**src/rtl/tcrt_pkg.sv**
```systemverilog
// Shared types and constants for the three-channel reload timer.
`default_nettype none
package tcrt_pkg;

  localparam int NUM_CHANNELS_DEF         = 3;
  localparam int CORE_TO_PERIPH_RATIO_DEF = 4;
  localparam int MAX_CYCLES_PER_TICK_DEF  = 255;

  localparam logic [15:0] UNDERFLOW_BIT = 16'h0100;
  localparam logic [15:0] UNIE_BIT      = 16'h0020;
  localparam logic [2:0]  SELECT_MASK   = 3'h7;
  localparam int          CLKOUT_DIV    = 3200;
  localparam logic [31:0] ALL_ONES      = 32'hffff_ffff;

  localparam int DIV_W = 16;

  typedef enum logic [1:0] {
    FN_ADVANCE = 2'd0,
    FN_WRITE   = 2'd1,
    FN_READ    = 2'd2,
    FN_NOP     = 2'd3
  } func_t;

  localparam logic [3:0] REG_OUT_CTRL = 4'd0;
  localparam logic [3:0] REG_START    = 4'd1;
  localparam logic [3:0] REG_CAPTURE  = 4'd11;

  typedef enum logic [1:0] {
    KIND_CONST = 2'd0,
    KIND_COUNT = 2'd1,
    KIND_CTRL  = 2'd2,
    KIND_OTHER = 2'd3
  } kind_t;

  // Classified command passed from front end to back end
  typedef struct packed {
    func_t       func;
    kind_t       kind;
    logic [3:0]  reg_sel;
    logic [1:0]  chan;
    logic [31:0] wdata;
    logic [11:0] cycles;
  } cmd_t;

endpackage
`default_nettype wire

```
**src/rtl/tcrt_front.sv**
```systemverilog
// Front end: takes command words, decodes register selects, queues them.
`default_nettype none
module tcrt_front
  import tcrt_pkg::*;
#(
  parameter int NUM_CHANNELS        = NUM_CHANNELS_DEF,
  parameter int MAX_CYCLES_PER_TICK = MAX_CYCLES_PER_TICK_DEF
) (
  input  wire logic        clk,
  input  wire logic        rst_n,
  input  wire logic        start,
  output logic             busy,
  input  wire logic [1:0]  in_func,
  input  wire logic [3:0]  in_reg_sel,
  input  wire logic [31:0] in_write_data,
  input  wire logic [7:0]  in_cycles,
  output logic             q_valid,
  output cmd_t             q_cmd,
  input  wire logic        q_pop,
  input  wire logic        back_busy
);

  localparam int DEPTH = 2;

  cmd_t       fifo_r [DEPTH];
  logic       wp_r, rp_r;
  logic [1:0] cnt_r;
  cmd_t       cmd;
  logic [3:0] off;
  logic       push;

  always_comb begin
    cmd         = '0;
    cmd.func    = func_t'(in_func);
    cmd.reg_sel = in_reg_sel;
    cmd.wdata   = in_write_data;
    cmd.kind    = KIND_OTHER;
    cmd.chan    = 2'd0;
    off         = in_reg_sel - 4'd2;
    if (32'(in_cycles) > 32'(MAX_CYCLES_PER_TICK)) cmd.cycles = 12'(MAX_CYCLES_PER_TICK);
    else cmd.cycles = 12'(in_cycles);
    // split select into channel and register kind
    if (in_reg_sel inside {[4'd2:4'd10]}) begin
      cmd.chan = (off >= 4'd6) ? 2'd2 : (off >= 4'd3) ? 2'd1 : 2'd0;
      case (off)
        4'd0, 4'd3, 4'd6: cmd.kind = KIND_CONST;
        4'd1, 4'd4, 4'd7: cmd.kind = KIND_COUNT;
        default:          cmd.kind = KIND_CTRL;
      endcase
      if (32'(cmd.chan) >= NUM_CHANNELS) cmd.kind = KIND_OTHER;
    end
  end

  // one item in flight: refuse while queued or executing
  assign busy    = (cnt_r != 2'd0) || back_busy;
  assign push    = start && !busy;
  assign q_valid = cnt_r != 2'd0;
  assign q_cmd   = fifo_r[rp_r];

  always_ff @(posedge clk) begin
    if (push) fifo_r[wp_r] <= cmd;
    if (!rst_n) begin
      wp_r  <= 1'b0;
      rp_r  <= 1'b0;
      cnt_r <= 2'd0;
    end else begin
      if (push) wp_r <= ~wp_r;
      if (q_pop && q_valid) rp_r <= ~rp_r;
      cnt_r <= cnt_r + 2'(push) - 2'(q_pop && q_valid);
    end
  end

  a_no_overflow: assert property (@(posedge clk) disable iff (!rst_n)
    push |-> cnt_r != 2'd2) else $error("queue overflow");
  a_pop_valid: assert property (@(posedge clk) disable iff (!rst_n)
    q_pop |-> q_valid) else $error("pop from empty queue");
  a_busy_push: assert property (@(posedge clk) disable iff (!rst_n)
    push |=> busy) else $error("busy not raised after accept");

endmodule
`default_nettype wire

```
**src/rtl/tcrt_back.sv**
```systemverilog
// Back end: register file, prescalers and reload counters.
`default_nettype none
module tcrt_back
  import tcrt_pkg::*;
#(
  parameter int NUM_CHANNELS         = NUM_CHANNELS_DEF,
  parameter int CORE_TO_PERIPH_RATIO = CORE_TO_PERIPH_RATIO_DEF
) (
  input  wire logic        clk,
  input  wire logic        rst_n,
  input  wire logic        q_valid,
  input  wire cmd_t        q_cmd,
  output logic             q_pop,
  output logic             back_busy,
  output logic             out_valid,
  output logic [31:0]      out_read_data,
  output logic [2:0]       out_irq_raised,
  output logic [2:0]       out_irq_pending
);

  localparam int NCH = (NUM_CHANNELS > 3) ? 3 : NUM_CHANNELS;
  // quotients stay below 128: the sum is under divider + 256 and the divider is at least 4,
  // and a wrap count is under 128
  localparam int QB    = 7;
  localparam int NUM_W = DIV_W + 1;
  localparam int DEN_W = DIV_W + QB - 1;

  typedef enum logic [2:0] {S_IDLE, S_ADV, S_DIV, S_APPLY, S_RELOAD, S_DONE} state_t;

  state_t          state_r;
  cmd_t            cmd_r;
  logic [1:0]      ch_r;
  logic [31:0]     cnt_r   [NCH];
  logic [31:0]     rel_r   [NCH];
  logic [15:0]     ctl_r   [NCH];
  logic [DIV_W-1:0] acc_r  [NCH];
  logic [DIV_W-1:0] div_r  [NCH];
  logic [2:0]      start_r;
  logic [7:0]      octl_r;
  logic [2:0]      raised_r;
  logic [NUM_W-1:0] num_r;
  logic [DEN_W-1:0] den_r;
  logic [QB-1:0]   quo_r;
  logic [2:0]      idx_r;
  logic            mod_r;

  function automatic logic [DIV_W-1:0] div_for(input logic [2:0] s,
                                               input logic [DIV_W-1:0] prev);
    logic [DIV_W-1:0] d;
    begin
      case (s)
        3'd0: d = DIV_W'(4 * CORE_TO_PERIPH_RATIO);
        3'd1: d = DIV_W'(16 * CORE_TO_PERIPH_RATIO);
        3'd2: d = DIV_W'(64 * CORE_TO_PERIPH_RATIO);
        3'd3: d = DIV_W'(256 * CORE_TO_PERIPH_RATIO);
        3'd4: d = DIV_W'(1024 * CORE_TO_PERIPH_RATIO);
        3'd6: d = DIV_W'(CLKOUT_DIV * CORE_TO_PERIPH_RATIO);
        default: d = prev;
      endcase
      return d;
    end
  endfunction

  // one channel at a time; a channel that reaches its divider runs a restoring
  // division, one quotient bit per cycle
  logic [NUM_W-1:0] sum;
  logic [31:0]      cur;
  logic [31:0]      wrap;
  logic             ch_on;
  logic             last_ch;
  logic [31:0]      rd_val;

  always_comb begin
    sum     = NUM_W'(acc_r[ch_r]) + NUM_W'(cmd_r.cycles);
    cur     = cnt_r[ch_r];
    ch_on   = start_r[ch_r];
    wrap    = 32'(quo_r) - cur - 32'd1;
    last_ch = 32'(ch_r) == NCH - 1;
  end

  always_comb begin
    rd_val = '0;
    if (q_cmd.func == FN_READ) begin
      if (q_cmd.reg_sel == REG_OUT_CTRL) rd_val = 32'(octl_r);
      else if (q_cmd.reg_sel == REG_START) rd_val = 32'(start_r);
      else case (q_cmd.kind)
        KIND_CONST: rd_val = rel_r[q_cmd.chan];
        KIND_COUNT: rd_val = cnt_r[q_cmd.chan];
        KIND_CTRL:  rd_val = 32'(ctl_r[q_cmd.chan]);
        default:    rd_val = '0;
      endcase
    end
  end

  assign q_pop     = (state_r == S_IDLE) && q_valid;
  assign back_busy = state_r != S_IDLE;

  always_ff @(posedge clk) begin
    if (!rst_n) begin
      out_valid <= 1'b0;
      state_r  <= S_IDLE;
      start_r  <= 3'd0;
      octl_r   <= 8'd0;
      ch_r     <= 2'd0;
      raised_r <= 3'd0;
      for (int i = 0; i < NCH; i++) begin
        cnt_r[i] <= ALL_ONES;
        rel_r[i] <= ALL_ONES;
        ctl_r[i] <= '0;
        acc_r[i] <= '0;
        div_r[i] <= DIV_W'(4 * CORE_TO_PERIPH_RATIO);
      end
    end else begin
      out_valid <= state_r == S_DONE;
      case (state_r)
        S_IDLE: begin
          if (q_valid) begin
            cmd_r    <= q_cmd;
            ch_r     <= 2'd0;
            raised_r <= 3'd0;
            out_read_data <= rd_val;
            if (q_cmd.func == FN_ADVANCE) begin
              state_r <= S_ADV;
            end else begin
              state_r <= S_DONE;
              if (q_cmd.func == FN_WRITE) begin
                if (q_cmd.reg_sel == REG_OUT_CTRL) octl_r <= q_cmd.wdata[7:0];
                else if (q_cmd.reg_sel == REG_START)
                  start_r <= q_cmd.wdata[2:0] & 3'((1 << NCH) - 1);
                else case (q_cmd.kind)
                  KIND_CONST: rel_r[q_cmd.chan] <= q_cmd.wdata;
                  KIND_COUNT: cnt_r[q_cmd.chan] <= q_cmd.wdata;
                  KIND_CTRL: begin
                    ctl_r[q_cmd.chan] <= q_cmd.wdata[15:0];
                    if ((q_cmd.wdata[2:0] & SELECT_MASK) != ctl_r[q_cmd.chan][2:0]) begin
                      div_r[q_cmd.chan] <= div_for(q_cmd.wdata[2:0], div_r[q_cmd.chan]);
                      acc_r[q_cmd.chan] <= '0;
                    end
                  end
                  default: ;
                endcase
              end
            end
          end
        end
        S_ADV: begin
          if (ch_on && sum >= NUM_W'(div_r[ch_r])) begin
            num_r   <= sum;
            den_r   <= DEN_W'(div_r[ch_r]) << (QB - 1);
            quo_r   <= '0;
            idx_r   <= 3'(QB - 1);
            mod_r   <= 1'b0;
            state_r <= S_DIV;
          end else begin
            if (ch_on) acc_r[ch_r] <= sum[DIV_W-1:0];
            if (last_ch) state_r <= S_DONE;
            else ch_r <= ch_r + 2'd1;
          end
        end
        S_DIV: begin
          // take the largest quotient bit first
          if (DEN_W'(num_r) >= den_r) begin
            num_r <= num_r - NUM_W'(den_r);
            quo_r <= {quo_r[QB-2:0], 1'b1};
          end else begin
            quo_r <= {quo_r[QB-2:0], 1'b0};
          end
          den_r <= den_r >> 1;
          if (idx_r == 3'd0) state_r <= mod_r ? S_RELOAD : S_APPLY;
          else idx_r <= idx_r - 3'd1;
        end
        S_APPLY: begin
          acc_r[ch_r] <= num_r[DIV_W-1:0];
          if (32'(quo_r) > cur) begin
            // underflow: reload, flag, fold remaining ticks
            ctl_r[ch_r] <= ctl_r[ch_r] | UNDERFLOW_BIT;
            if ((ctl_r[ch_r] & UNIE_BIT) != '0) raised_r[ch_r] <= 1'b1;
            if (wrap > rel_r[ch_r]) begin
              // several reloads: end at reload - (wrap mod (reload + 1))
              num_r   <= NUM_W'(wrap);
              den_r   <= DEN_W'(rel_r[ch_r] + 32'd1) << (QB - 1);
              quo_r   <= '0;
              idx_r   <= 3'(QB - 1);
              mod_r   <= 1'b1;
              state_r <= S_DIV;
            end else begin
              cnt_r[ch_r] <= rel_r[ch_r] - wrap;
              if (last_ch) state_r <= S_DONE;
              else begin
                ch_r    <= ch_r + 2'd1;
                state_r <= S_ADV;
              end
            end
          end else begin
            cnt_r[ch_r] <= cur - 32'(quo_r);
            if (last_ch) state_r <= S_DONE;
            else begin
              ch_r    <= ch_r + 2'd1;
              state_r <= S_ADV;
            end
          end
        end
        S_RELOAD: begin
          cnt_r[ch_r] <= rel_r[ch_r] - 32'(num_r);
          if (last_ch) state_r <= S_DONE;
          else begin
            ch_r    <= ch_r + 2'd1;
            state_r <= S_ADV;
          end
        end
        S_DONE: begin
          state_r <= S_IDLE;
        end
        default: state_r <= S_IDLE;
      endcase
    end
  end

  always_comb begin
    out_irq_raised  = raised_r;
    out_irq_pending = '0;
    for (int i = 0; i < NCH; i++)
      out_irq_pending[i] = ctl_r[i][8] && ctl_r[i][5];
  end

  a_done_once: assert property (@(posedge clk) disable iff (!rst_n)
    out_valid |=> !out_valid) else $error("double strobe");
  a_idle_after: assert property (@(posedge clk) disable iff (!rst_n)
    out_valid |-> state_r == S_IDLE) else $error("strobe out of idle");
  a_no_raise_write: assert property (@(posedge clk) disable iff (!rst_n)
    (out_valid && cmd_r.func != FN_ADVANCE) |-> raised_r == 3'd0)
    else $error("raise on non-advance");

endmodule
`default_nettype wire

```
**src/rtl/three_channel_reload_timer.sv**
```systemverilog
// Top level of the three-channel prescaled reload timer.
//  channel | ports                                    | handshake
//  input   | in_func in_reg_sel in_write_data in_cycles | start / busy
//  result  | out_read_data out_irq_raised out_irq_pending | out_valid strobe
// Register items go through the queue and the S_DONE state before the strobe is registered.
// Advance items visit the channels in turn; one that is stopped or below its divider only
// passes S_ADV, taking counts adds S_DIV and S_APPLY, wrapping more than once adds S_DIV and S_RELOAD.
// busy stays high until the strobe cycle; the next word can be taken at its end.
// rst_n is synchronous and restores every timer register to its reset value.
// The receiver cannot stall; each result is shown for one cycle only.
`default_nettype none
module three_channel_reload_timer
  import tcrt_pkg::*;
#(
  parameter int NUM_CHANNELS         = NUM_CHANNELS_DEF,
  parameter int CORE_TO_PERIPH_RATIO = CORE_TO_PERIPH_RATIO_DEF,
  parameter int MAX_CYCLES_PER_TICK  = MAX_CYCLES_PER_TICK_DEF
) (
  input  wire logic        clk,
  input  wire logic        rst_n,
  input  wire logic        start,
  output logic             busy,
  input  wire logic [1:0]  in_func,
  input  wire logic [3:0]  in_reg_sel,
  input  wire logic [31:0] in_write_data,
  input  wire logic [7:0]  in_cycles,
  output logic             out_valid,
  output logic [31:0]      out_read_data,
  output logic [2:0]       out_irq_raised,
  output logic [2:0]       out_irq_pending
);

  logic q_valid, q_pop, back_busy;
  cmd_t q_cmd;

  tcrt_front #(.NUM_CHANNELS(NUM_CHANNELS), .MAX_CYCLES_PER_TICK(MAX_CYCLES_PER_TICK)) u_front (
    .clk, .rst_n, .start, .busy, .in_func, .in_reg_sel, .in_write_data, .in_cycles,
    .q_valid, .q_cmd, .q_pop, .back_busy
  );

  tcrt_back #(.NUM_CHANNELS(NUM_CHANNELS), .CORE_TO_PERIPH_RATIO(CORE_TO_PERIPH_RATIO)) u_back (
    .clk, .rst_n, .q_valid, .q_cmd, .q_pop, .back_busy,
    .out_valid, .out_read_data, .out_irq_raised, .out_irq_pending
  );

endmodule
`default_nettype wire

```
**config.mk**
```make
export PLATFORM = sky130hd
export DESIGN_NAME = three_channel_reload_timer
export DESIGN_NICKNAME = d
export VERILOG_FILES = /design/src/rtl/tcrt_pkg.sv /design/src/rtl/tcrt_front.sv /design/src/rtl/tcrt_back.sv /design/src/rtl/three_channel_reload_timer.sv
export SDC_FILE = /design/constraint.sdc
export NUM_CORES = 1
export LEC_CHECK = 0
export ABC_AREA = 1
export CAP_MARGIN = 40
export CORE_UTILIZATION = 45
export DETAILED_ROUTE_END_ITERATION = 8
export DONT_BUFFER_PORTS = 1
export GPL_TIMING_DRIVEN = 0
export MAX_ROUTING_LAYER = met4
export SLEW_MARGIN = 0
export SYNTH_ARGS = -nofsm -noshare
export SYNTH_HDL_FRONTEND = slang
export SYNTH_SLANG_ARGS = --single-unit
```
**constraint.sdc**
```tcl
create_clock -name clk -period 11.3 [get_ports clk]
set_clock_uncertainty 0.15 [all_clocks]
set_input_delay 2.26 -clock clk [delete_from_list [all_inputs] [get_ports clk]]
set_output_delay 2.26 -clock clk [all_outputs]
set_load 0.02 [all_outputs]
```
==> results.md <==
- Area contributors post-synth: edfxtp_1, nand2_1, inv_1
- Req. time, crit path: 11450 ps
- Peak VDD IR: 0.172 mV
- Fill cells: 7438
- Slew @ Worst Pin: 1100 ps
- Root Buffer: clkbuf_16
- Hpwl dp: 105000 µm
- Setup CP Type: reg2reg
- Metal2 WL: 59400 µm
- Routed Antenna Nets: 0
- Setup violators final: 0
- Commonest cells post-synth: nand2_1, edfxtp_1, inv_1
- Crit path time final: 10870 ps
- Largest net degree at the start of global routing: 27
- WL met1: 55700 µm
- Fin. Hold Viols: 0
- GR Overflow Total: 0
- Worst Path Arrival: 11010 ps
- Pleak: 0.0155 µW
- Met3 routed WL: 14800 µm
- Post-synth EDFFs: 598
- Top_reg_cell synth: edfxtp_1
- DR top layer: met4
- Rows: 103
- Synth unique cells: 70
- H-Tree Depth: 3
- Top-count cell post-synth: nand2_1
- Post-Layout Cell Count: 5374
- Vias per cell: 5.94
- Layout cells sized above 1: 0.0934
- Routed via count: 31895
- Worst Min Path Start: u_back.octl_r[3]$_SDFFE_PN0P_
- DR pass1 iterations: 7
- Area leader, netlist: edfxtp_1
- Port buffer count: 0
- Clock latency on the worst-skew pair: 650 ps
- Run status: finished clean
- DRC Markers: 0
- Area of the multi-input gates: 15300 µm²
- Placer Congestion: 0.994
- Critical path's slowest cell: buf_1
- Sequential cell area: 18500 µm²
- Drt total wl: 136000 µm
- Hold crit path type: reg2reg
- Avg Inst Size Synth: 8.81 µm²
- FMAX: 92.0 MHz
- Mapped Cells: 4136
- Crit-path max cell delay: 650 ps
- Post-synth ARST share: 0
- Post CTS Setup Buffer Count: 0
- CTS Buffer Depth: 3
- Syn_nets: 4298
- Synthesis-to-layout area growth: 12.4%
- Synth Register Bits: 625
- N_diodes: 0
- First-pass GRT wire length: 197000 µm
- Final Max Tran Viols: 0
- Sequential share of the synthesized area: 0.508
- Number of global-route vias before repair: 29680
- GR Util All Layers: 0.339
- Startpoint types: flop
- Final worst-path cycle share: 0.962
- Top-area cell type share of the netlist area: 0.493
- MaxCap Viol Count: 0
- TritonCTS buffer count: 72
- CP max FO: 19
- Cell Pwr Density: 265 nW/µm²
- Headroom to the max-slew limit: 0.270
- Layout net count: 4428
- Initial core utilization: 0.458
- Clock sink total: 625
- Core area: 79500 µm²
- Initial DRC Count: 4064
- Die X-Extent: 287 µm
- CTS tree: built
- Worst setup EP type: flop
- Initial antenna violation count: 0
- Setup TNS: 0 ps
- I/O pins: 89
- Mean routed wirelength per cell: 25.4 µm
- Cell area after synthesis: 36400 µm²
- RSZ-0062 raised after global routing: no
- Placed Instances: 5241
- Die Ht: 287 µm
- Syn. warnings: 0
- Clk slew on worst S/H paths: 60 ps
- Die area: 82100 µm²
[worst max-delay path: cells and delay by family (launching register included)]
kind	cells	cell delay, ps
buffers and inverters	14	3690
AOI/OAI and AO/OA	10	2920
and+or+nand+nor	11	1900
adders and majority gates	3	860
xor gates and xnor gates	1	550
DFF	1	370
[final cells by class]
cell class	instances	share of cell area
buffer	189	0.0233
timing repair buffer	56	0.0155
clock buffer	87	0.0461
multi-input combinational	2843	0.374
clock inverter	45	0.0133
sequential	625	0.452
tap	1050	0.0321
inverter	479	0.0439
[metal layers]
layer	vias up	global-route usage
li1	14438	-
met1	15196	0.461
met2	1916	0.498
met3	345	0.0541
met4	0	0.148
met5	-	-
[path summary, 6_finish.rpt]
kind / to / slack, ps / cells past startpoint
max: u_back.cnt_r[0][21]$_SDFFCE_PN1P_ / 430 / 39
min: u_back.octl_r[3]$_SDFFE_PN0P_ / 300 / 2
max reg2reg: u_back.cnt_r[0][21]$_SDFFCE_PN1P_ / 430 / 39
min reg2reg: u_back.octl_r[3]$_SDFFE_PN0P_ / 300 / 2
[report_power, final]
group | internal (µW) | switching (µW)
registers | 2850 | 110
clock network | 1380 | 1020
logic | 1500 | 3980
total | 5730 | 5120
[what timing repair did]
| item | 4_1_cts | 5_1_grt |
|---|---|---|
| hold buffers | 0 | 0 |
| resized for setup | 0 | 2 |
| setup endpoints to repair | 0 | 51 |
[stage by stage]
step / total power (µW) / setup WS, ps / utilization / hold WS, ps / instance area [µm²]
floorplan: 6190 / 2340 / - / 273 / 36400
global placement: 8150 / -3020 / 0.475 / 280 / 37700
detailed placement: 8260 / 754 / 0.484 / 293 / 38500
CTS: 10700 / 660 / 0.515 / 302 / 40900
global route: 11300 / 87.3 / 0.515 / 324 / 40900
finish: 10800 / 434 / 0.515 / 303 / 40900
[state kept, by name, summed over array words and instances (netlist names), 2 cells and up, named ones only]
register,flops
u_back.ch_r,2
u_back.out_read_data,32
u_back.acc_r,64
u_back.cmd_r,8
u_back.state_r,3
u_back.den_r,22
u_back.start_r,3
u_back.ctl_r,64
u_back.div_r,24
u_front.fifo_r,100
u_back.num_r,17
u_back.cnt_r,128
u_back.idx_r,3
u_front.cnt_r,2
u_back.rel_r,128
u_back.octl_r,8
u_back.quo_r,7
u_back.out_irq_raised,3
[cell families (layout without fill, tap and decap cells)]
kind of cell | after synthesis | in the layout | share of synthesized area
flops | 625 | 625 | 0.508
compound gates | 899 | 899 | 0.150
fa+ha+maj | 113 | 113 | 0.0401
buf+inv | 668 | 856 | 0.0755
xor+xnor | 107 | 107 | 0.0257
simple gates | 1724 | 1724 | 0.201
[cell usage in the layout (no fill, tap or decap), types with 23 or more instances in the layout]
master and instances:
a21oi_1 252, a22oi_1 69, a32oi_1 32, buf_2 64
buf_6 23, clkbuf_1 116, clkbuf_16 72, dfxtp_1 27
edfxtp_1 598, ha_1 107, inv_1 471, nand2_1 933
nand3_1 134, nand4_1 24, nor2_1 394, nor3_1 84
o211ai_1 26, o21ai_0 299, o221ai_1 42, o22ai_1 34
or2_2 87, xnor2_1 28, xor2_1 79
No activity file was read; power rests on OpenSTA's default activity.
